File: config.mk
export PLATFORM = sky130hd
export DESIGN_NAME = button_edge_event_latch
export DESIGN_NICKNAME = d
export VERILOG_FILES = /design/src/rtl/bel_pkg.sv /design/src/rtl/bel_state.sv /design/src/rtl/bel_span.sv /design/src/rtl/bel_result.sv /design/src/rtl/button_edge_event_latch.sv
export SDC_FILE = /design/constraint.sdc
export NUM_CORES = 2
export LEC_CHECK = 0
export BUFFER_PORTS_ARGS = -buffer_cell sky130_fd_sc_hd__buf_2
export CORE_UTILIZATION = 60
export CTS_BUF_LIST = sky130_fd_sc_hd__clkbuf_4 sky130_fd_sc_hd__clkbuf_8
export DETAILED_ROUTE_END_ITERATION = 12
export PLACE_DENSITY_LB_ADDON = 0.1
export SETUP_SLACK_MARGIN = 0.5
export SYNTH_ARGS = -nofsm -noshare
export SYNTH_HDL_FRONTEND = slang
export SYNTH_SLANG_ARGS = --single-unit
File: constraint.sdc
create_clock -name clk -period 12.4 [get_ports clk]
set_clock_uncertainty 0.05 [all_clocks]
set_input_delay 0 -clock clk [delete_from_list [all_inputs] [get_ports clk]]
set_output_delay 0 -clock clk [all_outputs]
set_load 0.05 [all_outputs]
File: src/rtl/bel_pkg.sv
// ----------------------------------------------------------------------------
// bel_pkg
// Word types, item kinds and helpers for the button edge event latch.
// ----------------------------------------------------------------------------
package bel_pkg;

  localparam int MASK_W     = 7;   // buttons carried in the output masks
  localparam int GROUP_SIZE = 4;   // buttons reduced together in the first stage
  localparam int MAX_GROUPS = 4;   // enough groups for the largest bank

  typedef enum logic [1:0] {
    KIND_KEY   = 2'd0,
    KIND_FRAME = 2'd1,
    KIND_TICK  = 2'd2
  } kind_t;

  typedef struct packed {
    logic [1:0] kind;
    logic [3:0] button_index;
    logic       key_down;
  } in_word_t;

  typedef struct packed {
    logic [MASK_W-1:0] held_mask;
    logic [MASK_W-1:0] frame_press_mask;
    logic [MASK_W-1:0] frame_release_mask;
    logic              any_pressed;
    logic              any_released;
  } flags_t;

  typedef struct packed {
    logic [MASK_W-1:0] held_mask;
    logic [MASK_W-1:0] frame_press_mask;
    logic [MASK_W-1:0] frame_release_mask;
    logic              any_pressed;
    logic              any_released;
    logic [31:0]       longest_held_ms;
  } out_word_t;

  typedef struct packed {
    logic load;    // stage takes new contents this cycle
    logic valid;   // contents offered from upstream are live
  } stage_ctl_t;

  function automatic logic [31:0] max32(input logic [31:0] a, input logic [31:0] b);
    return (a > b) ? a : b;
  endfunction

endpackage

File: src/rtl/bel_state.sv
// ----------------------------------------------------------------------------
// bel_state
// Button levels, pending and frame marks, press stamps and the ms counter.
// ----------------------------------------------------------------------------
module bel_state
  import bel_pkg::*;
#(
  parameter int BUTTONS = 7
) (
  input  logic               clk,
  input  logic               rst_n,
  input  logic               accept,
  input  in_word_t           in_word,
  output logic [BUTTONS-1:0] held,
  output logic [BUTTONS-1:0] frame_press,
  output logic [BUTTONS-1:0] frame_release,
  output logic [31:0]        press_stamp [BUTTONS],
  output logic [31:0]        now_ms
);

  logic [BUTTONS-1:0] held_r, held_nxt;
  logic [BUTTONS-1:0] pend_press_r, pend_press_nxt;
  logic [BUTTONS-1:0] pend_rel_r, pend_rel_nxt;
  logic [BUTTONS-1:0] frame_press_r, frame_press_nxt;
  logic [BUTTONS-1:0] frame_rel_r, frame_rel_nxt;
  logic [31:0]        stamp_r [BUTTONS];
  logic [31:0]        stamp_nxt [BUTTONS];
  logic [31:0]        now_r, now_nxt;

  always_comb begin
    held_nxt        = held_r;
    pend_press_nxt  = pend_press_r;
    pend_rel_nxt    = pend_rel_r;
    frame_press_nxt = frame_press_r;
    frame_rel_nxt   = frame_rel_r;
    stamp_nxt       = stamp_r;
    now_nxt         = now_r;
    if (accept) begin
      case (in_word.kind)
        KIND_KEY: begin
          // out-of-bank indices match no button
          for (int b = 0; b < BUTTONS; b++) begin
            if (in_word.button_index == 4'(b)) begin
              if (in_word.key_down && !held_r[b]) begin
                held_nxt[b]       = 1'b1;
                pend_press_nxt[b] = 1'b1;
                stamp_nxt[b]      = now_r;
              end else if (!in_word.key_down && held_r[b]) begin
                held_nxt[b]     = 1'b0;
                pend_rel_nxt[b] = 1'b1;
              end
            end
          end
        end
        KIND_FRAME: begin
          frame_press_nxt = pend_press_r;
          frame_rel_nxt   = pend_rel_r;
          pend_press_nxt  = '0;
          pend_rel_nxt    = '0;
        end
        KIND_TICK: begin
          now_nxt = now_r + 32'd1;
        end
        default: begin
        end
      endcase
    end
  end

  always_ff @(posedge clk) begin
    if (!rst_n) begin
      held_r        <= '0;
      pend_press_r  <= '0;
      pend_rel_r    <= '0;
      frame_press_r <= '0;
      frame_rel_r   <= '0;
      now_r         <= '0;
      for (int b = 0; b < BUTTONS; b++) begin
        stamp_r[b] <= '0;
      end
    end else begin
      held_r        <= held_nxt;
      pend_press_r  <= pend_press_nxt;
      pend_rel_r    <= pend_rel_nxt;
      frame_press_r <= frame_press_nxt;
      frame_rel_r   <= frame_rel_nxt;
      now_r         <= now_nxt;
      stamp_r       <= stamp_nxt;
    end
  end

  assign held          = held_r;
  assign frame_press   = frame_press_r;
  assign frame_release = frame_rel_r;
  assign press_stamp   = stamp_r;
  assign now_ms        = now_r;

endmodule

File: src/rtl/bel_span.sv
// ----------------------------------------------------------------------------
// bel_span
// Masks and per-group longest held time, taken from the updated state.
// ----------------------------------------------------------------------------
module bel_span
  import bel_pkg::*;
#(
  parameter int BUTTONS = 7,
  parameter int GROUPS  = 2
) (
  input  logic               clk,
  input  logic               rst_n,
  input  stage_ctl_t         ctl,
  input  logic [BUTTONS-1:0] held,
  input  logic [BUTTONS-1:0] frame_press,
  input  logic [BUTTONS-1:0] frame_release,
  input  logic [31:0]        press_stamp [BUTTONS],
  input  logic [31:0]        now_ms,
  output logic               valid,
  output flags_t             flags,
  output logic [31:0]        grp_max [GROUPS]
);

  localparam int PAD = GROUPS * GROUP_SIZE;
  localparam int MW  = (BUTTONS < MASK_W) ? BUTTONS : MASK_W;   // buttons shown in masks

  logic [31:0] elapsed [PAD];
  logic [31:0] grp_nxt [GROUPS];
  flags_t      flags_nxt;
  logic        valid_r;
  flags_t      flags_r;
  logic [31:0] grp_r [GROUPS];

  always_comb begin
    for (int b = 0; b < PAD; b++) begin
      elapsed[b] = '0;
    end
    // a stamp of zero leaves the button out
    for (int b = 0; b < BUTTONS; b++) begin
      if (held[b] && (press_stamp[b] != '0)) begin
        elapsed[b] = now_ms - press_stamp[b];
      end
    end
    for (int g = 0; g < GROUPS; g++) begin
      grp_nxt[g] = max32(max32(elapsed[g*GROUP_SIZE],     elapsed[g*GROUP_SIZE + 1]),
                         max32(elapsed[g*GROUP_SIZE + 2], elapsed[g*GROUP_SIZE + 3]));
    end
  end

  always_comb begin
    flags_nxt = '0;
    flags_nxt.held_mask[MW-1:0]          = held[MW-1:0];
    flags_nxt.frame_press_mask[MW-1:0]   = frame_press[MW-1:0];
    flags_nxt.frame_release_mask[MW-1:0] = frame_release[MW-1:0];
    flags_nxt.any_pressed  = |frame_press;
    flags_nxt.any_released = |frame_release;
  end

  always_ff @(posedge clk) begin
    if (!rst_n) begin
      valid_r <= 1'b0;
    end else if (ctl.load) begin
      valid_r <= ctl.valid;
    end
  end

  always_ff @(posedge clk) begin
    if (ctl.load) begin
      flags_r <= flags_nxt;
      grp_r   <= grp_nxt;
    end
  end

  assign valid   = valid_r;
  assign flags   = flags_r;
  assign grp_max = grp_r;

endmodule

File: src/rtl/bel_result.sv
// ----------------------------------------------------------------------------
// bel_result
// Final max over the groups and the output word register.
// ----------------------------------------------------------------------------
module bel_result
  import bel_pkg::*;
#(
  parameter int GROUPS = 2
) (
  input  logic        clk,
  input  logic        rst_n,
  input  stage_ctl_t  ctl,
  input  flags_t      flags,
  input  logic [31:0] grp_max [GROUPS],
  output logic        out_valid,
  output out_word_t   out_word
);

  logic [31:0] grp_pad [MAX_GROUPS];
  logic [31:0] longest;
  logic        valid_r;
  out_word_t   word_r;

  for (genvar g = 0; g < MAX_GROUPS; g++) begin : g_pad
    if (g < GROUPS) begin : g_live
      assign grp_pad[g] = grp_max[g];
    end else begin : g_zero
      assign grp_pad[g] = '0;
    end
  end

  assign longest = max32(max32(grp_pad[0], grp_pad[1]), max32(grp_pad[2], grp_pad[3]));

  always_ff @(posedge clk) begin
    if (!rst_n) begin
      valid_r <= 1'b0;
    end else if (ctl.load) begin
      valid_r <= ctl.valid;
    end
  end

  always_ff @(posedge clk) begin
    if (ctl.load) begin
      word_r.held_mask          <= flags.held_mask;
      word_r.frame_press_mask   <= flags.frame_press_mask;
      word_r.frame_release_mask <= flags.frame_release_mask;
      word_r.any_pressed        <= flags.any_pressed;
      word_r.any_released       <= flags.any_released;
      word_r.longest_held_ms    <= longest;
    end
  end

  assign out_valid = valid_r;
  assign out_word  = word_r;

endmodule

File: src/rtl/button_edge_event_latch.sv
// ----------------------------------------------------------------------------
// button_edge_event_latch
// Button bank with frame-latched press and release marks and held time.
//
// Input words carry a key event, a frame update or a 1 ms tick; every
// accepted word yields exactly one output word, in order. A word is taken
// on a rising edge with valid high and stall low, on both channels.
// The state is updated at the edge that accepts the word. The output word
// is built from that updated state in two register stages: masks and a
// per-group max of elapsed times (groups of four buttons), then the max
// over groups. Throughput is one word per cycle while the receiver
// does not stall; the limit is the four-way 32-bit max between the
// stage registers.
// When the receiver stalls, the output word holds and the stages fill;
// input stall rises only once no stage below the state can take a word.
// Synchronous reset clears levels, marks, stamps, the ms counter and all
// stage valid flags; the block accepts words in the cycle after reset.
// ----------------------------------------------------------------------------
module button_edge_event_latch
  import bel_pkg::*;
#(
  parameter int BUTTONS = 7
) (
  input  logic      clk,
  input  logic      rst_n,
  input  logic      in_valid,
  output logic      in_stall,
  input  in_word_t  in_word,
  output logic      out_valid,
  input  logic      out_stall,
  output out_word_t out_word
);

  localparam int GROUPS = (BUTTONS + GROUP_SIZE - 1) / GROUP_SIZE;

  logic               accept;
  logic               fresh_r;   // state holds a word not yet summarised
  logic               span_valid;
  logic               out_move;
  logic               span_move;
  stage_ctl_t         span_ctl;
  stage_ctl_t         res_ctl;
  logic [BUTTONS-1:0] held;
  logic [BUTTONS-1:0] frame_press;
  logic [BUTTONS-1:0] frame_release;
  logic [31:0]        press_stamp [BUTTONS];
  logic [31:0]        now_ms;
  flags_t             flags;
  logic [31:0]        grp_max [GROUPS];

  assign out_move  = !out_valid || !out_stall;
  assign span_move = !span_valid || out_move;
  assign in_stall  = fresh_r && !span_move;
  assign accept    = in_valid && !in_stall;

  assign span_ctl = '{load: span_move, valid: fresh_r};
  assign res_ctl  = '{load: out_move,  valid: span_valid};

  always_ff @(posedge clk) begin
    if (!rst_n) begin
      fresh_r <= 1'b0;
    end else if (!fresh_r || span_move) begin
      fresh_r <= accept;
    end
  end

  bel_state #(.BUTTONS(BUTTONS)) u_state (
    .clk           (clk),
    .rst_n         (rst_n),
    .accept        (accept),
    .in_word       (in_word),
    .held          (held),
    .frame_press   (frame_press),
    .frame_release (frame_release),
    .press_stamp   (press_stamp),
    .now_ms        (now_ms)
  );

  bel_span #(.BUTTONS(BUTTONS), .GROUPS(GROUPS)) u_span (
    .clk           (clk),
    .rst_n         (rst_n),
    .ctl           (span_ctl),
    .held          (held),
    .frame_press   (frame_press),
    .frame_release (frame_release),
    .press_stamp   (press_stamp),
    .now_ms        (now_ms),
    .valid         (span_valid),
    .flags         (flags),
    .grp_max       (grp_max)
  );

  bel_result #(.GROUPS(GROUPS)) u_result (
    .clk       (clk),
    .rst_n     (rst_n),
    .ctl       (res_ctl),
    .flags     (flags),
    .grp_max   (grp_max),
    .out_valid (out_valid),
    .out_word  (out_word)
  );

endmodule

Yosys cells after proc, flatten, opt, wreduce, memory -nomap -nowiden. Index checks and enable logic that the tools add are counted.

Bits in registers: 436. Output and inout port bits: 57. Logic and storage cells: 253.

Add/subtract/negate cells: 8. Magnitude comparators: 8. Equal/unequal tests: 36. Mux-type cells: 65. Reductions and logical operators: 89.

Operators with widths (count): 32-bit two-way mux (14); 32-bit nonzero test (7); 32-bit subtractor (7); 32-bit > comparator (6); 4-bit AND reduction (21); 32-bit by 1-bit > comparator with 1-bit output, second input constant (2); 1-bit two-way mux (49); 2-bit by 1-bit inequality test with 1-bit output, second input constant (21); 5-bit AND reduction (7); 32-bit by 1-bit adder with 32-bit output, second input constant (1); 7-bit one-hot mux with 2 select lines (2); 1-bit logical AND (23); 2-bit nonzero test (8); 1-bit zero test (14); 2-bit inequality test, second input constant (7); 7-bit OR reduction (2); 4-bit by 3-bit equality test with 1-bit output, second input constant (3); 4-bit by 2-bit equality test with 1-bit output, second input constant (2); 4-bit by 1-bit equality test with 1-bit output, second input constant (1); 4-bit zero test (1); 2-bit AND reduction (2); 1-bit logical OR (3); 2-bit by 1-bit equality test with 1-bit output, second input constant (1); 2-bit equality test, second input constant (1); 2-bit zero test (1).

Longest topological paths before layout.
Word-level depth: 8. Gate-level depth with buffers: 37.

Hierarchy. A second synthesis with hierarchy kept.

Cell total of the unflattened synthesis: 4453. Area, all modules: 35248.8 um^2.

By module, submodules not included: bel_span (instances 1, cells an instance 2852, area each 21259.1 um^2, sequential area each 2632.5 um^2); bel_state (instances 1, cells an instance 1389, area each 10909.2 um^2, sequential area each 5825.6 um^2); bel_result (instances 1, cells an instance 206, area each 3026.7 um^2, sequential area each 1671.6 um^2); button_edge_event_latch (instances 1, cells an instance 6, area each 53.8 um^2, sequential area each 20.0 um^2).

Least setup slack after synthesis. No wires, ideal clock.

Path kind: register to register. Start: register u_state.now_r[1], in the netlist u_state.now_ms[1]. End: register u_span.grp_r, in the netlist u_span.grp_max[36] (data pin). Library setup time: 260 ps. Arrival time: 7323 ps. Data required time: 12090 ps. Slack: 4767 ps. Stages on the path, launching flop included: 35. Buffers on the path: 3. Period minus slack after synthesis: 7633 ps. Path through: dfxtp_1 > clkbuf_1 > inv_1 > fa_1 > nand2b_1 > a2111oi_0 > o21ai_1 > a31oi_1 > a221o_1 > a21oi_1 > o31ai_1 > xor2_1 > and2_1 > ha_1 > nand4_1 > nor4_1 > and2_1 > o311a_1 > nor4_1 > a22o_1 > inv_1 > clkbuf_1 > nor2_1 > a21oi_1 > ha_1 > a21o_1 > a21o_1 > a21oi_1 > nor2_1 > a2111oi_0 > o21ai_0 > o2bb2ai_1 > o21ai_1 > clkbuf_1 > mux2_2.

RTL lines: from (decl) (RTL line bel_state.sv:28) `logic [31:0] now_r, now_nxt;`; from (signal assigned) (RTL line bel_state.sv:87) `now_r <= now_nxt;`; to (signal assigned) (RTL line bel_span.sv:70) `grp_r <= grp_nxt;`; to (decl) (RTL line bel_span.sv:32) `logic [31:0] grp_r [GROUPS];`.

==> impl_results.md <==
* Detail Placement HPWL at 87000 um
* Crit start category: flop
* Setup crit end kind: flop
* Cell count of the worst reg-to-reg path at 33
* Starting Density at 0.611
* Class of the worst hold path: in2reg
* Chip Width at around 250 um
* Post-synth EDFFs at 142
* Lkg Pwr at 16.9 nW
* Dominant cells by area after synthesis: dfxtp_1 17%, ha_1 15%, edfxtp_1 12%
* Nets at 4950
* Area leader, netlist: dfxtp_1
* Final period util at 0.801
* Slew @ Worst Pin at 1.16 ns
* Synth Flop Type: dfxtp_1
* Vias in the first global route at a little over 30000
* Seq. cell area at 10100 um^2
* Most Frequent Cell on Critical Path: a21oi_1
* DRT met1 WL at 51500 um
* RR Startpoint: u_state.now_ms[0]$_SDFFE_PN0P_
* Port Buffers at 67
* Final Max Tran Viols at 0
* Power per cell area at 80.3 nW/um^2
* Post-cts sizing count at 0
* Register area share after synthesis at 0.286
* Row cnt at 88
* Total core area at about 58000 um^2
* Die area at 60200 um^2
* Crit-path max FO at 32
* Slowest stage delay, CP at 0.57 ns
* Vias per cell at 6.10
* H-tree Lvls at 3
* Net count after synthesis at 4913
* Num CTS Buffers at 76
* Initial antenna violation count at 2
* Initial drt markers at between 3000 and 4000
* Ports at 68
* Clock Tree Buf Depth at 3
* Worst hold start: out_stall
* Finish-stage setup viols at 0
* Async set or reset register ratio after synthesis at 0
* # hold bufs at CTS at 20
* Global route overflow at 0
* Fin. Hold Viols at 0
* Die H at 245 um
* Final setup margin at around 2.5 ns
* Relative slew slack at 0.228
* TritonRoute pass-1 iters at 8
* CP Class: reg2reg
* CTS sink cnt at ~440
* Hold depth at 3
* Area Overhead vs Synth at 8.61%
* Share of cells above drive strength 1 at 0.0773
* Crit path from: u_state.now_ms[0]$_SDFFE_PN0P_
* Total GRT Usage at 0.373
* Final GP Congestion at 1.01
* DR WL/cell at 21.3 um
* Clk root buf: clkbuf_8
* Min Tclk post-route at 9.94 ns
* Global-route wire length before repair at 174000 um
* Status: finished clean
* Fmax at roughly 0.10 GHz
* Postcts setup bufs at 0
* Setup TNS at 0 ns
* Mapped Cells at ~4500
* Antenna Nets Post-Route at 0
* Synth warn at 0
* Post-synthesis sequential element count at 436
* CP max-delay cell: o31ai_1
* Dpl ws at 2.62 ns
* Met2 WL at between 40000 and 50000 um
* Worst Path Required at 12.78 ns
* FILL cells at 5049
* Clk pin slew, worst setup/hold paths at 0.07 ns
* Worst IR drop on VDD at roughly 0.12 mV
* WL met3 at 11500 um
* CTS tree: yes
* Max-cap violations at 0
* Top Metal Used: met4
* Mapped cell area at 35500 um^2
* Share of the synthesized area in the top cell type at 0.166
* RSZ-0062 raised after global routing: false
* Worst skew pair latency at 0.73 ns
* Total number of vias at 32500
* Synth unique cells at between 80 and 90
* DRC Markers at 0
* CP arrival at approximately 10 ns
* Total Routed Length at 113000 um
* Mean Syn Cell Area at 7.95 um^2
* Pin count of the biggest net entering global routing at 151
* Footprint of the multi-input gates at 23300 um^2
## metrics by stage
stage	instances	util	cell area, um^2	power [W]	hold slack, ns
after detailed placement	5175	0.631	36700	0.00162	0.255
after global routing	5333	0.664	38600	0.00319	0.185
after CTS	5332	0.664	38600	0.00311	0.148
after floorplan	4471	-	35500	0.00159	0.0741
final	5333	0.664	38600	0.00310	0.171
after global placement	5175	0.631	36700	0.00162	0.253
## cells in the mapped netlist (all sizes together), types with 79 or more instances
cell	count
a21boi	255
a21o	147
a21oi	256
clkbuf	190
dfxtp	294
edfxtp	142
ha	424
inv	371
nand2	751
nand3	79
nand4	88
nor2	254
o21ai	179
xnor2	139
## sequential cells by signal (all words and copies together), names as in the netlist
register	flops
u_state.frame_release	7
u_state.press_stamp	224
u_state.pend_rel_r	7
u_state.frame_press	7
u_span.flags	23
u_state.held	7
u_result.out_valid	1
u_span.valid	1
u_span.grp_max	64
u_state.now_ms	32
u_state.pend_press_r	7
u_result.out_word	55
fresh_r	1
## cell type report
cell class              instances  area share
repair buffers                154      0.0271
flip-flops and latches        436       0.263
well taps                     765      0.0248
clock inverters                23     0.00771
multi-input cells            3468       0.604
clock buffers                 114      0.0371
inverters                     372      0.0362
diodes                          1   0.0000648
## power breakdown
| part | total, W | internal [W] | switching, W |
|---|---|---|---|
| logic | 0.000116 | 0.0000411 | 0.0000748 |
| clock network | 0.00151 | 0.000840 | 0.000668 |
| registers | 0.00148 | 0.00147 | 0.00000379 |
## path summary, 6_finish.rpt
check	slack [ns]	to
worst min-delay path	0.17	u_result.out_word[53]$_DFFE_PP_
worst max-delay path	2.46	u_span.grp_max[46]$_DFFE_PP_
worst min register to register	0.36	u_result.out_word[43]$_DFFE_PP_
worst max register to register	2.46	u_span.grp_max[46]$_DFFE_PP_
## kinds of logic (layout without fill, tap and decap cells)
| group | Yosys count | in the layout | share of synthesized area |
|---|---|---|---|
| fa+ha+maj | 431 | 431 | 0.153 |
| compound gates | 1152 | 1152 | 0.218 |
| xor+xnor | 204 | 204 | 0.0503 |
| other cells | 0 | 1 | 0 |
| mux | 90 | 90 | 0.0269 |
| flops | 436 | 436 | 0.286 |
| buf+inv | 567 | 663 | 0.0599 |
| simple gates | 1591 | 1591 | 0.207 |
## routing by layer
metal / global-route usage / vias to the layer above
met3: 0.0856 / 230
met4: 0.155 / 0
li1: - / 15900
met5: 0 / -
met1: 0.531 / 15100
met2: 0.538 / 1334
## critical path, delay by kind of cell, from the launching register on
kind                     cells  cell delay (ns)
adder cells (fa/ha/maj)      4             1.32
AND/OR/NAND/NOR              9             1.77
buffers and inverters        4             1.23
AO/OA/AOI/OAI               15             4.34
multiplexers                 1             0.38
flip-flops                   1             0.52
## cells in the final DEF, fill, tap and decap left out, types with 142 or more instances in the layout
cell	n
dfxtp_1	294
a21boi_0	252
inv_1	371
a21o_1	147
nand2_1	750
edfxtp_1	142
o21ai_0	163
nor2_1	250
a21oi_1	256
ha_1	424
Power figures use the tool's default switching activity.
